$ cat config.mk
export PLATFORM = sky130hd
export DESIGN_NAME = sil_cell
export DESIGN_NICKNAME = d
export VERILOG_FILES = /design/src/hw/rtl/sil_pkg.sv /design/src/hw/rtl/sil_cell.sv
export SDC_FILE = /design/constraint.sdc
export NUM_CORES = 1
export LEC_CHECK = 0
export ABC_AREA = 1
export BUFFER_PORTS_ARGS = -buffer_cell sky130_fd_sc_hd__buf_2
export CORE_MARGIN = 8
export CORE_UTILIZATION = 42
export CTS_CLUSTER_SIZE = 10
export DETAILED_ROUTE_END_ITERATION = 10
export PLACE_DENSITY = 0.82
export SLEW_MARGIN = 20
export SYNTH_ARGS = -nofsm -noshare
export SYNTH_HDL_FRONTEND = slang
export SYNTH_SLANG_ARGS = --single-unit
$ cat constraint.sdc
create_clock -name clock -period 5.1 [get_ports clock]
set_input_delay 0.255 -clock clock [delete_from_list [all_inputs] [get_ports clock]]
set_output_delay 0.255 -clock clock [all_outputs]
set_load 0.01 [all_outputs]
$ cat src/hw/rtl/sil_pkg.sv
`timescale 1ns / 1ps
// ----------------------------------------------------------------------------
// sil_pkg: shared types and constants of the sorted insertion list
// Table size, field widths, operation and status codes, and the structs
// that travel along the row of cells.
// ----------------------------------------------------------------------------
package sil_pkg;

   // table size and derived widths
   localparam int Capacity = 32;
   localparam int IdxW     = (Capacity > 1) ? $clog2(Capacity) : 1;
   localparam int CntW     = $clog2(Capacity + 1);

   // fixed field widths
   localparam int KeyW    = 18;
   localparam int CoordW  = 16;
   localparam int RootW   = 15;
   localparam int IdW     = 16;
   localparam int HandleW = 16;
   localparam int PosW    = 16;
   localparam int TotalW  = 6;

   typedef enum logic [1:0] {
      OP_INSERT = 2'd0,
      OP_REMOVE = 2'd1,
      OP_FIND   = 2'd2,
      OP_READ   = 2'd3
   } op_type;

   typedef enum logic [1:0] {
      ST_OK        = 2'd0,
      ST_NOT_FOUND = 2'd1,
      ST_FULL      = 2'd2
   } status_type;

   // one table entry
   typedef struct packed {
      logic signed [KeyW-1:0] key;
      logic [IdW-1:0]         id;
      logic [HandleW-1:0]     handle;
   } entry_type;

   // command broadcast to every cell
   typedef struct packed {
      logic                   valid;
      op_type                 op;
      logic signed [KeyW-1:0] key;
      logic [IdW-1:0]         id;
      logic [HandleW-1:0]     handle;
      logic [IdxW-1:0]        read_idx;
      logic [CntW-1:0]        count;
      logic                   full;
   } cmd_type;

   // signals handed from a cell to its right neighbor
   typedef struct packed {
      logic               greater;
      logic               hit;
      logic [HandleW-1:0] found_handle;
      logic [HandleW-1:0] read_handle;
   } link_type;

endpackage

$ cat src/hw/rtl/sil_cell.sv
`timescale 1ns / 1ps
// ----------------------------------------------------------------------------
// sil_cell: one slot of the sorted table
// Holds one entry, compares it against the broadcast command and either
// keeps it, takes the new word, or takes a neighbor's entry.
// ----------------------------------------------------------------------------
module sil_cell (
   input  logic                           clock,
   input  logic [sil_pkg::IdxW-1:0]       cell_index,
   input  sil_pkg::cmd_type               cmd,
   input  sil_pkg::entry_type             left_entry,
   input  sil_pkg::entry_type             right_entry,
   input  sil_pkg::link_type              link_in,
   output sil_pkg::entry_type             entry_out,
   output sil_pkg::link_type              link_out
);

   sil_pkg::entry_type entry_ff;
   sil_pkg::entry_type entry_in;
   logic               occupied;
   logic               at_tail;
   logic               greater;
   logic               match;
   logic               first_hit;
   logic               read_here;

   // slot compares
   always_comb begin
      occupied    = sil_pkg::CntW'(cell_index) < cmd.count;
      at_tail     = sil_pkg::CntW'(cell_index) == cmd.count;
      greater     = occupied && (entry_ff.key > cmd.key);
      match       = occupied && (entry_ff.id == cmd.id);
      first_hit   = match && !link_in.hit;
      read_here   = cell_index == cmd.read_idx;
   end

   // chain outputs to the right neighbor
   always_comb begin
      link_out.greater      = greater;
      link_out.hit          = link_in.hit | match;
      link_out.found_handle = link_in.found_handle
                              | (first_hit ? entry_ff.handle : '0);
      link_out.read_handle  = link_in.read_handle
                              | (read_here ? entry_ff.handle : '0);
   end

   // next entry
   always_comb begin
      entry_in = entry_ff;
      if (cmd.valid) begin
         unique case (cmd.op)
            sil_pkg::OP_INSERT: begin
               if (!cmd.full) begin
                  if (link_in.greater) begin
                     entry_in = left_entry;
                  end else if (greater || at_tail) begin
                     entry_in.key    = cmd.key;
                     entry_in.id     = cmd.id;
                     entry_in.handle = cmd.handle;
                  end
               end
            end
            sil_pkg::OP_REMOVE: begin
               if (link_in.hit | match) begin
                  entry_in = right_entry;
               end
            end
            sil_pkg::OP_FIND,
            sil_pkg::OP_READ: begin
               entry_in = entry_ff;
            end
            default: begin
               entry_in = entry_ff;
            end
         endcase
      end
   end

   // entry register
   always_ff @(posedge clock) begin
      entry_ff <= entry_in;
   end

   assign entry_out = entry_ff;

endmodule

### Word-level counts from Yosys, hierarchy flattened

Index checks and enable logic that the tools add are counted.

| storage, ports and cells | value |
|---|---|
| register bits after elaboration | 50 |
| bits in latches | 0 |
| memory bits (writable) | 0 |
| bits in read-only memories | 0 |
| bits of input ports | 205 |
| output and inout port bits | 84 |
| word-level logic and storage cells | 33 |
| memories | 0 |

| operators by class | value |
|---|---|
| add/subtract/negate cells | 0 |
| multiply operators | 0 |
| div/mod/pow operators | 0 |
| order comparisons | 2 |
| equality and inequality tests | 9 |
| shift operators | 0 |
| mux-type cells | 7 |
| bitwise gates (word level) | 4 |
| reduce and logical (&&, ||, !) cells | 8 |

Operators by type and width:

| operator | count |
|---|---|
| $mux W50 | 4 |
| $pmux W50 S2 | 1 |
| $mux W16 | 2 |
| $or A16 B16 Y16 | 2 |
| $gt A18 B18 Y1 | 1 |
| $eq A16 B16 Y1 | 1 |
| $eq A5 B6 Y1 | 1 |
| $lt A5 B6 Y1 | 1 |
| $eq A5 B5 Y1 | 1 |
| $reduce_and A5 Y1 | 1 |
| $eq A2 B2 Y1 const B | 2 |
| $ne A2 B2 Y1 const B | 2 |
| $logic_and A1 B1 Y1 | 3 |
| $ne A3 B3 Y1 const B | 1 |
| $eq A2 B1 Y1 const B | 1 |
| $logic_not A2 Y1 | 1 |
| $reduce_or A2 Y1 | 1 |
| $logic_not A1 Y1 | 1 |
| $logic_or A1 B1 Y1 | 1 |
| $not A1 Y1 | 1 |
| $or A1 B1 Y1 | 1 |

### Depth between registers and ports, before layout

Gate-level depths: netlist of the first run.

| depth | value |
|---|---|
| depth after elaboration | 7 |
| gate-level depth with buffers | 15 |
| mapped depth without buffers | 14 |

### Least setup slack after synthesis of the first run

Ideal clock, no wire load.

| path | value |
|---|---|
| path kind | reg-to-reg |
| from | register entry_ff (netlist bit entry_out[49]) |
| to | register entry_ff (netlist bit entry_out[0]) (enable) |
| library setup time | 0.474 ns |
| arrival | 3.877 ns |
| required time | 4.626 ns |
| setup slack | 0.749 ns |
| stages on the path, launching flop included | 11 |
| path buffers | 0 |
| clock period less this slack | 4.351 ns |
| cells stage by stage | edfxtp_1 > ha_1 > nand2_1 > nor2_2 > and2_1 > nand3b_1 > nand3_1 > nand2_1 > nand2_1 > nand2_1 > a21oi_1 |

| between the ends | value |
|---|---|
| word-level cells in the longest chain between the ends | 5 |

RTL lines:

| item | line | RTL |
|---|---|---|
| start: declaration | sil_cell.sv:18 | `sil_pkg::entry_type entry_ff;` |
| start signal: assignment | sil_cell.sv:81 | `entry_ff <= entry_in;` |
| $gt A18 B18 Y1 | sil_cell.sv:31 | `greater = occupied && (entry_ff.key > cmd.key);` |
| $logic_and A1 B1 Y1 | sil_cell.sv:31 |  |
| $logic_or A1 B1 Y1 | sil_cell.sv:56 | `end else if (greater \|\| at_tail) begin` |
| $ne A3 B3 Y1 (no line) | -- |  |
| $reduce_and A5 Y1 (no line) | -- |  |

Every way passes these cells.
A chain may end at the register's enable or synchronous reset.

### Worst setup path in the final report of the first run

| path | value |
|---|---|
| from | register entry_ff (netlist bit entry_out[49]) |
| to | register entry_ff (netlist bit entry_out[35]) (enable) |

Same word-level chain as after synthesis.

==> metrics.md, run 1 <==
| Metric | Value |
|---|---|
| Status | complete, no violations |
| Port buffer count | 288 |
| Distinct cells, synth | 30 |
| Crit Path Class | reg2reg |
| Hpwl dp | 12900 um |
| CTS Buf Count | 5 |
| Row cnt | 35 |
| Max_cap viols | 0 |
| # hold bufs at CTS | 0 |
| Area added between synthesis and finish | 40.5% |
| GRT overflow | 0 |
| Routability Congestion | 0.908 |
| Core box area | 9240 um2 |
| Worst-skew pair later-pin latency | about 0.30 ns |
| Worst-margin pin slew | 0.918 ns |
| Syn_nets | 731 |
| Most frequent cells in the layout | 288 x buf_2, 124 x nand2_1, 88 x inv_1 |
| R2R setup slack | between 1.5 and 2 ns |
| First-pass GRT wire length | 23700 um |
| DR WL/cell | 16.8 um |
| Async set-or-reset flop fraction in the synthesized netlist | 0% |
| Slew headroom | between 30% and 40% |
| Final slew viol count | 0 |
| Multiplexer share of the synthesized area | 0% |
| Share of cells above drive strength 1 | 40.5% |
| Cell Pwr Density | roughly 190 nW/um2 |
| Synth Area in Adders | around 7.2% |
| Tmin final | 3.11 ns |
| Number of synthesized flops with an enable pin | 50 |
| Antenna violations before repair | 0 |
| Antenna diodes | 0 |
| Fin nets | about 1000 |
| Fin Setup TNS | 0 ns |
| CP Capture Type | register |
| Die Wd | 113 um |
| Die Height | between 100 and 150 um |
| Initial core utilization | 43.2% |
| Final setup violation count | 0 |
| Commonest non-fill, non-tap cell in the layout | buf_2 |
| Top_reg_cell synth | edfxtp_1 |
| Tot GR Track Use | 22.6% |
| Post-route ant nets | 0 |
| Critical Path Fanout Max | 26 |
| Critical Path Start Type | register |
| Resized Gates After CTS | 0 |
| RR Startpoint | entry_out[49]$_DFFE_PP_ |
| CTS tree | yes |
| Vias in the first global route | approximately 4700 |
| HP Class | in2reg |
| Synth Area in Simple Gates | 16.2% |
| CP Data Arrival Time | 3.07 ns |
| Htree depth | 2 |
| Final worst-path cycle share | 60.9% |
| FF+latch count, synth | 50 |
| Number of DRC markers in iteration 0 | ~260 |
| Final hold vios | 0 |
| Timing-limited maximum frequency | roughly 0.32 GHz |
| # DRC | 0 |
| Clock sink count | 50 |
| Warnings from Yosys | 0 |
| Synthesized area per cell | around 7.9 um2 |
| Clock slew at reported path FFs | approximately 0.090 ns |
| Post-synthesis compound-gate area fraction | 23.3% |
| Clock Tree Root | clkbuf_8 |
| Via Count | 4435 |
| Reg2reg end | entry_out[35]$_DFFE_PP_ |
| Largest net degree at the start of global routing | 100 |
| Hold Path Origin | right_entry[20] |
| Worst Hold Path EP | entry_out[20]$_DFFE_PP_ |
| 1st-pass router iterations | 5 |
| Cell Area, Synth | 3990 um2 |
| Largest family of logic cells by synthesized area | compound AO/OA/AOI/OAI gates |
| Setup crit start | entry_out[49]$_DFFE_PP_ |
| Post-Synth XOR/XNOR Area | 4.61% |
| Routed WL | roughly 15000 um |
| Sequential cell area fraction in the yosys report | 37.6% |
| Peak VDD IR | 0.000108 V |
| Longest Clk Path Bufs | 2 |
| Routed vias/inst | 4.89 |
| WP data required | 5.07 ns |
| Hold-critical path depth | 3 |
| I/O pins | 289 |
| Post-CTS Setup Inserts | 0 |
| Leakage | 0.00293 uW |
| Util after Layout | around 61% |
| Clock skew | around 0.0086 ns |
| Die Area | 12900 um2 |
| Worst Reg-to-Reg Cells | 11 |
| Gate Count Post-Synth | between 500 and 600 |
| Unrepaired setup endpoints after global routing | false |
| Max reg flops | 50 |
-- cell usage after synthesis (2+ instances only) --
master | instances | share of area, %
nand2_1 | 124 | 12
inv_1 | 89 | 8.4
o21ai_0 | 57 | 7.1
edfxtp_1 | 50 | 38
ha_1 | 23 | 7.2
o21bai_1 | 23 | 4.3
o211ai_1 | 21 | 4.0
o21a_1 | 18 | 3.4
nor2_1 | 16 | 1.5
xor2_1 | 14 | 3.1
clkbuf_1 | 12 | 1.1
o21bai_2 | 9 | 2.5
a21oi_1 | 8 | 1.0
xnor2_1 | 7 | 1.5
buf_1 | 5 | 0.47
buf_2 | 5 | 0.63
nand3_1 | 4 | 0.50
nand4_1 | 4 | 0.63
nor2_2 | 2 | 0.31
nor2_4 | 2 | 0.56
-- cell families after synthesis --
family / Yosys count
simple gates: 156
flops: 50
compound gates: 140
fa+ha+maj: 23
buf+inv: 113
xor+xnor: 21
-- metrics by stage --
step / total power [uW] / instances / setup slack, ns / instance area [um2] / hold WS (ns)
after floorplan: 667 / 503 / 0.749 / 3990 / 0.441
after global placement: 809 / 899 / 2.01 / 5520 / 0.532
after detailed placement: 822 / 899 / 1.98 / 5520 / 0.542
after CTS: 1050 / 907 / 1.95 / 5610 / 0.219
after global routing: 1110 / 907 / 1.73 / 5610 / 0.226
final: 1040 / 907 / 1.99 / 5610 / 0.224
-- report_power, final --
part | switching, uW | internal, uW | leakage, uW
sequential | 11.1 | 481 | 0.000460
combinational | 172 | 148 | 0.00243
clock | 133 | 97.2 | 0.0000452
total | 316 | 726 | 0.00293
-- worst max path at each step --
| stage | endpoint | cells after the start |
|---|---|---|
| after global placement | entry_out[18]$_DFFE_PP_ | 10 |
| after CTS | entry_out[35]$_DFFE_PP_ | 11 |
| after floorplan | entry_out[0]$_DFFE_PP_ | 10 |
| final | entry_out[35]$_DFFE_PP_ | 11 |
| after global routing | entry_out[35]$_DFFE_PP_ | 11 |
| after detailed placement | entry_out[35]$_DFFE_PP_ | 11 |
-- worst max-delay path, stage by stage, from the launching register on --
cell	delay, ns
edfxtp_1	0.41
ha_1	0.35
nand2_1	0.10
nor2_2	0.15
and2_1	0.17
nand3b_1	0.11
nand3_1	0.11
nand2_1	0.06
nand2_1	0.06
nand2_1	0.11
a21oi_4	0.68
buf_4	0.47
-- metal layers --
layer	up-vias	routed length (um)	part of all wire [%]	track usage, %
met5	-	0	0	0
met2	207	7920	52	41.3
met1	1998	5890	39	25.2
met3	26	1040	6.8	5.02
li1	2204	-	-	-
met4	0	401	2.6	7.46
-- cell type report --
class | count | area [um2]
clock buffers | 6 | 72.6
fillers | 834 | 3630
inverters | 89 | 334
clock inverters | 2 | 13.8
repair buffers | 291 | 1460
flip-flops and latches | 50 | 1500
multi-input cells | 340 | 2060
well taps | 129 | 161
Power figures use the tool's default switching activity.
==> run 2: changes to the inputs <==
--- a/config.mk
+++ b/config.mk
@@ -8,10 +8,10 @@
 export ABC_AREA = 1
 export BUFFER_PORTS_ARGS = -buffer_cell sky130_fd_sc_hd__buf_2
 export CORE_MARGIN = 8
-export CORE_UTILIZATION = 42
+export CORE_UTILIZATION = 38
 export CTS_CLUSTER_SIZE = 10
 export DETAILED_ROUTE_END_ITERATION = 10
-export PLACE_DENSITY = 0.82
+export PLACE_DENSITY = 0.79
 export SLEW_MARGIN = 20
 export SYNTH_ARGS = -nofsm -noshare
 export SYNTH_HDL_FRONTEND = slang
==> constraint.sdc (replaced) <==
create_clock -name clock -period 2.6 [get_ports clock]
set_input_delay 0.13 -clock clock [delete_from_list [all_inputs] [get_ports clock]]
set_output_delay 0.13 -clock clock [all_outputs]
set_load 0.01 [all_outputs]
==> run 2 against run 1 <==
Sequential share of layout area fell by 0.31 points. Critical path depth did not move. Critical path type unchanged. Worst setup slack got worse by 1.6 ns. Global-route usage fell by 2.7 points. Clock power rose by 93%. Largest power group unchanged. Via count fell by 4.3%. Routed wire length fell by 6.2%. Critical endpoint is now entry_out[45]$_DFFE_PP_.
==> metrics.md, run 2 (synthesized netlist as in run 1, its figures left out) <==
| Metric | Value |
|---|---|
| Via Count | 4244 (-4.3%) |
| Unrepaired setup endpoints after global routing | false |
| Post-CTS Setup Inserts | 0 (unchanged) |
| Cell Pwr Density | 358 nW/um2 (+92%) |
| CTS tree | yes |
| Crit Path Class | reg2reg |
| Worst Hold Path EP | entry_out[19]$_DFFE_PP_ |
| DR WL/cell | 15.6 um (-7.3%) |
| Slew headroom | 33.2% (-5.6 points) |
| Reg2reg end | entry_out[45]$_DFFE_PP_ |
| Max_cap viols | 0 (unchanged) |
| Die Area | 14000 um2 (+9.0%) |
| Clock Tree Root | clkbuf_8 |
| Leakage | 0.00295 uW (+0.67%) |
| Final hold vios | 0 (unchanged) |
| CP most frequent cell | nand2_1 |
| Worst-margin pin slew | 0.996 ns (+0.0773 ns) |
| Share of cells above drive strength 1 | 41.0% (+0.56 points) |
| Die Height | 118 um (+4.4%) |
| Status | complete, no violations |
| Post-route ant nets | 0 (unchanged) |
| Hpwl dp | 12300 um (-5.2%) |
| Number of DRC markers in iteration 0 | 229 (-13%) |
| Routability Congestion | 0.893 (-1.7%) |
| CP Data Arrival Time | 2.24 ns (-0.83 ns) |
| Routed vias/inst | 4.62 (-5.5%) |
| Clock Power Share | 21.8% (-0.3 points) |
| HP Class | in2reg |
| Worst-skew pair later-pin latency | 0.30 ns (about the same) |
| Vias in the first global route | 4318 (-8.0%) |
| Critical Path Start Type | register |
| Pre-CTS WS | 0.347 ns (-1.63 ns) |
| Core box area | 10300 um2 (+11%) |
| Clock slew at reported path FFs | 0.09 ns (about the same) |
| Util after Layout | 55.2% (-5.5 points) |
| # hold bufs at CTS | 0 (unchanged) |
| Antenna violations before repair | 0 (unchanged) |
| Worst Setup Slack, final | 0.355 ns (-1.64 ns) |
| First-pass GRT wire length | 22800 um (-3.7%) |
| Clock skew | 0.00632 ns (-0.00226 ns) |
| Combinational Power Share | 30.7% (about the same) |
| Hold-critical path depth | 3 (unchanged) |
| Commonest non-fill, non-tap cell in the layout | buf_2 |
| Most frequent cells in the layout | 288 x buf_2, 122 x nand2_1, 88 x inv_1 |
| Htree depth | 2 (unchanged) |
| Worst path cell trace | ha_1 -> nand2_1 -> nor2_2 -> and2_1 -> nand3b_1 -> nand3_1 -> nand2_1 -> nand2_1 -> nand2_2 -> a21oi_4 -> buf_4 |
| WP data required | 2.60 ns (-2.47 ns) |
| Critical Path Fanout Max | 15 (-42%) |
| Max reg flops | 50 (unchanged) |
| Final slew viol count | 0 (unchanged) |
| Sequential power share | 47.4% (+0.2 points) |
| CP Capture Type | register |
| Resized Gates After CTS | 0 (unchanged) |
| Port buffer count | 288 (unchanged) |
| Row cnt | 37 (+5.7%) |
| Tot GR Track Use | 19.8% (-2.7 points) |
| Sw Pwr | 602 uW (+91%) |
| Fin nets | 1009 (+0.40%) |
| Clock sink count | 50 (unchanged) |
| Internal power | 1430 uW (+96%) |
| Hold Path Origin | right_entry[19] |
| RR Startpoint | entry_out[47]$_DFFE_PP_ |
| GRT overflow | 0 (unchanged) |
| Antenna diodes | 0 (unchanged) |
| Tmin final | 2.25 ns (-0.862 ns) |
| Largest net degree at the start of global routing | 45 (-55%) |
| 1st-pass router iterations | 4 (-1) |
| Die Wd | 118 um (+4.4%) |
| Initial core utilization | 38.8% (-4.4 points) |
| Sw Ratio | 29.7% (-0.64 points) |
| Area added between synthesis and finish | 42.1% |
| Peak VDD IR | 0.000195 V (+81%) |
| Setup crit start | entry_out[47]$_DFFE_PP_ |
| Longest Clk Path Bufs | 2 (unchanged) |
| R2R setup slack | 0.35 ns (-1.64 ns) |
| I/O pins | 289 (unchanged) |
| Crit-path max cell delay | 0.41 ns (-0.27 ns) |
| Final worst-path cycle share | 86.4% (+25 points) |
| Slowest-stage cell, CP | edfxtp_1 |
| # DRC | 0 (unchanged) |
| WHS | 0.100 ns (-0.124 ns) |
| Overall power | 2030 uW (+95%) |
| Routed WL | 14300 um (-6.2%) |
| Final setup violation count | 0 (unchanged) |
| CTS Buf Count | 5 (unchanged) |
| Timing-limited maximum frequency | 0.445 GHz (+38%) |
| Worst Reg-to-Reg Cells | 11 (unchanged) |
[run 2: routing by layer]
layer | share of wire [%] | global-route usage (%)
met1 | 40 | 23.0
met2 | 52 | 36.6
met3 | 7.0 | 4.09
met4 | 0.99 | 4.35
met5 | 0 | 0
[run 2: layout make-up]
cell class / instances / area [um2]
Clock buffer: 6 / 72.6
Clock inverter: 2 / 8.76
Fill cell: 1009 / 4610
Sequential cell: 50 / 1500
Multi-Input combinational cell: 340 / 2080
Tap cell: 136 / 170
Inverter: 89 / 334
Timing Repair Buffer: 295 / 1510
[run 2: worst max path at each step]
| stage | cells past startpoint | end | slack (ns) |
|---|---|---|---|
| after detailed placement | 11 | entry_out[45]$_DFFE_PP_ | 0.35 |
| final | 11 | entry_out[45]$_DFFE_PP_ | 0.35 |
| after global placement | 11 | entry_out[45]$_DFFE_PP_ | 0.44 |
| after CTS | 7 | link_out[30] | 0.28 |
| after global routing | 11 | entry_out[45]$_DFFE_PP_ | 0.15 |
| after floorplan | 10 | entry_out[0]$_DFFE_PP_ | -0.07 |
[run 2: power by group through the flow]
stage               Sequential [uW]  Clock, uW  Combinational (uW)
floorplan                       997          0                 316
global placement                979          0                 619
detailed placement              981          0                 629
CTS                             962        460                 632
global route                    967        492                 705
finish                          962        443                 623
[run 2: stage by stage]
step / cells / instance area, um2 / TNS, ns
floorplan: 503 / 4020 / -3.51
global route: 918 / 5670 / 0
CTS: 918 / 5670 / 0
detailed placement: 910 / 5590 / 0
global placement: 910 / 5590 / 0
finish: 918 / 5670 / 0
[run 2: worst max-delay path: cells and delay by family (launching register included)]
family	cells	cell delay [ns]
AND/OR/NAND/NOR	8	0.78
flip-flops	1	0.41
adder cells (fa/ha/maj)	1	0.31
buffers and inverters	1	0.26
AO/OA/AOI/OAI	1	0.18
==> run 3: changes to the inputs <==
--- a/config.mk
+++ b/config.mk
@@ -8,10 +8,11 @@
 export ABC_AREA = 1
 export BUFFER_PORTS_ARGS = -buffer_cell sky130_fd_sc_hd__buf_2
 export CORE_MARGIN = 8
-export CORE_UTILIZATION = 38
+export CORE_UTILIZATION = 42
+export CTS_BUF_LIST = sky130_fd_sc_hd__clkbuf_16
 export CTS_CLUSTER_SIZE = 10
 export DETAILED_ROUTE_END_ITERATION = 10
-export PLACE_DENSITY = 0.79
+export PLACE_DENSITY = 0.82
 export SLEW_MARGIN = 20
 export SYNTH_ARGS = -nofsm -noshare
 export SYNTH_HDL_FRONTEND = slang
==> constraint.sdc (replaced) <==
create_clock -name clock -period 2.2 [get_ports clock]
set_input_delay 0.11 -clock clock [delete_from_list [all_inputs] [get_ports clock]]
set_output_delay 0.11 -clock clock [all_outputs]
set_load 0.01 [all_outputs]
==> run 3 against run 2 <==
The run now ends with negative setup slack left. Register-to-register slack got worse by 0.42 ns. Cell area rose by 6.5%. Clock power rose by 97%. Power rose by 40%. Clock skew rose by 0.0030 ns. Combinational power rose by 33%. Final cell count rose by 0.87%. First-iteration DRC count rose by 59%. Maximum frequency fell by 0.88%. Sequential cell count did not move. Count of clock-buffer cells in the layout fell by 1. Critical endpoint is now entry_out[36]$_DFFE_PP_. Largest cell class unchanged. Highest routed layer unchanged.
==> metrics.md, run 3 (synthesized netlist as in run 1, its figures left out) <==
| Metric | Value |
|---|---|
| DR WL/cell | 17.1 um (+9.8%) |
| Hpwl dp | 13300 um (+8.2%) |
| Core box area | 9240 um2 (-10%) |
| Largest net degree at the start of global routing | 66 (+47%) |
| Final hold vios | 0 (unchanged) |
| CP Data Arrival Time | 2.27 ns (+0.03 ns) |
| Fin Setup TNS | -1.90 ns (-1.90 ns) |
| Initial core utilization | 43.2% (+4.4 points) |
| CTS tree | yes |
| Via Count | 4578 (+7.9%) |
| Timing-limited maximum frequency | 0.441 GHz (-0.88%) |
| Sequential power share | 40.3% (-7.1 points) |
| Peak VDD IR | 0.000321 V (+65%) |
| Multi-input gate area | 2150 um2 (+3.6%) |
| Slew headroom | 72.8% (+40 points) |
| GRT overflow | 0 (unchanged) |
| Sw Pwr | 787 uW (+31%) |
| Clock skew | 0.00930 ns (+0.00297 ns) |
| Longest Clk Path Bufs | 2 (unchanged) |
| Commonest non-fill, non-tap cell in the layout | buf_2 |
| Final slew viol count | 0 (unchanged) |
| Routed vias/inst | 4.94 (+6.9%) |
| Final setup violation count | 39 (+39) |
| Unrepaired setup endpoints after global routing | true |
| Row cnt | 35 (-5.4%) |
| WHS | 0.103 ns (+0.00238 ns) |
| 1st-pass router iterations | 7 (+3) |
| HP Class | in2reg |
| Final worst-path cycle share | 103% (+17 points) |
| # fillers | 796 (-21%) |
| Clock Power Share | 30.7% (+8.9 points) |
| Port buffer count | 288 (unchanged) |
| Htree depth | 2 (unchanged) |
| Worst Setup Slack, final | -0.0653 ns (-0.420 ns) |
| CP most frequent cell | nand2_1 |
| Crit-path max cell delay | 0.41 ns (about the same) |
| Sw Ratio | 27.7% (-2.0 points) |
| CP Capture Type | register |
| CTS Buf Count | 5 (unchanged) |
| Share of cells above drive strength 1 | 43.5% (+2.4 points) |
| Internal power | 2050 uW (+44%) |
| Max_cap viols | 0 (unchanged) |
| Routability Congestion | 0.963 (+7.8%) |
| Worst-margin pin slew | 0.405 ns (-0.591 ns) |
| Combinational Power Share | 29.1% (-1.6 points) |
| Status | complete, but fails checks |
| Clock slew at reported path FFs | 0.07 ns (-0.02 ns) |
| Critical Path Start Type | register |
| First-pass GRT wire length | 23800 um (+4.5%) |
| Max reg flops | 50 (unchanged) |
| Routed WL | 15900 um (+11%) |
| Number of DRC markers in iteration 0 | 364 (+59%) |
| Die Height | 113 um (-4.2%) |
| Worst-skew pair later-pin latency | 0.29 ns (about the same) |
| WP data required | 2.20 ns (-0.40 ns) |
| Fin nets | 1023 (+1.4%) |
| Die Area | 12900 um2 (-8.3%) |
| Area added between synthesis and finish | 51.4% |
| Failing checks | negative setup slack |
| Tot GR Track Use | 22.9% (+3.1 points) |
| Post-route ant nets | 0 (unchanged) |
| Antenna violations before repair | 1 (+1) |
| Slowest-stage cell, CP | edfxtp_1 |
| Pre-CTS WS | -0.0189 ns (-0.366 ns) |
| Vias in the first global route | 4715 (+9.2%) |
| Tmin final | 2.27 ns (+0.0199 ns) |
| Cell Pwr Density | 470 nW/um2 (+31%) |
| Crit Path Class | reg2reg |
| Seq. cell area | 1500 um2 (unchanged) |
| Clock sink count | 50 (unchanged) |
| Util after Layout | 65.4% (+10 points) |
| I/O pins | 289 (unchanged) |
| Leakage | 0.00310 uW (+5.2%) |
| Die Wd | 113 um (-4.2%) |
| Most frequent cells in the layout | 287 x buf_2, 120 x nand2_1, 88 x inv_1 |
| Worst path cell trace | ha_1 -> nand2_4 -> nor2_4 -> and2_4 -> nand3b_1 -> nand3_1 -> nand2_1 -> nand2_1 -> nand2_2 -> a21oi_4 -> buf_12 -> clkbuf_16 |
| # DRC | 0 (unchanged) |
| Clock Tree Root | clkbuf_16 |
| Critical Path Fanout Max | 7 (-8) |
run 3: changes by cell type in the layout (fill, tap and decap cells not counted), moves of 2 or more:
cell,previous run,this run
buf_6,0,3
buf_12,1,6
nor2_4,2,5
clkbuf_8,5,0
ha_1,22,19
nand2_1,122,120
ha_4,1,4
clkbuf_16,0,7
buf_4,6,11
nor2_1,15,13
run 3: power groups by stage:
stage | Clock (uW) | Sequential, uW | Combinational (uW)
after floorplan | 0 | 1180 | 373
after global placement | 0 | 1160 | 745
after detailed placement | 0 | 1160 | 773
after CTS | 888 | 1140 | 798
after global routing | 923 | 1150 | 915
final | 871 | 1140 | 826
run 3: repair_timing:
| action | in CTS | in global routing |
|---|---|---|
| gates resized for setup | 9 | 11 |
| setup endpoints to repair | 66 | 54 |
| gates cloned | 1 | 3 |
| setup buffers | 5 | 4 |
| pin swaps | 0 | 9 |
| hold buffers | 0 | 0 |
| endpoints found under the hold margin | 0 | 0 |
run 3: path summary, 6_finish.rpt:
check	endpoint	startpoint	cells after the start	slack [ns]
worst max-delay path	entry_out[36]$_DFFE_PP_	entry_out[48]$_DFFE_PP_	12	-0.07
worst min-delay path	entry_out[5]$_DFFE_PP_	right_entry[5]	3	0.10
worst max register to register	entry_out[36]$_DFFE_PP_	entry_out[48]$_DFFE_PP_	12	-0.07
worst min register to register	entry_out[1]$_DFFE_PP_	entry_out[31]$_DFFE_PP_	8	1.31
run 3: per-layer routing:
layer	GRT usage, %	vias up	routed length [um]
met3	4.75	28	1170
met2	42.6	232	8320
li1	-	2239	-
met1	25.2	2079	5980
met4	7.46	0	390
met5	0	-	0
run 3: cell type report:
cell class | count | area share (%)
antenna | 1 | 0.0414
clock buffer | 5 | 2.07
clock inverter | 3 | 0.704
inverter | 89 | 5.53
multi-input combinational | 340 | 35.6
sequential | 50 | 24.8
tap | 129 | 2.67
timing repair buffer | 309 | 28.5
run 3: worst max-delay path, delay by kind of cell (launching register included):
kind | cells | cell delay, ns
DFF | 1 | 0.41
buffers and inverters | 2 | 0.31
and+or+nand+nor | 8 | 0.73
AOI/OAI and AO/OA | 1 | 0.17
adders and majority gates | 1 | 0.35
run 3: through the flow:
| stage | area, um2 | cells | total power, uW |
|---|---|---|---|
| floorplan | 4020 | 503 | 1550 |
| global placement | 5640 | 906 | 1900 |
| detailed placement | 5640 | 906 | 1930 |
| CTS | 5920 | 920 | 2830 |
| global route | 6040 | 926 | 2980 |
| finish | 6040 | 926 | 2840 |
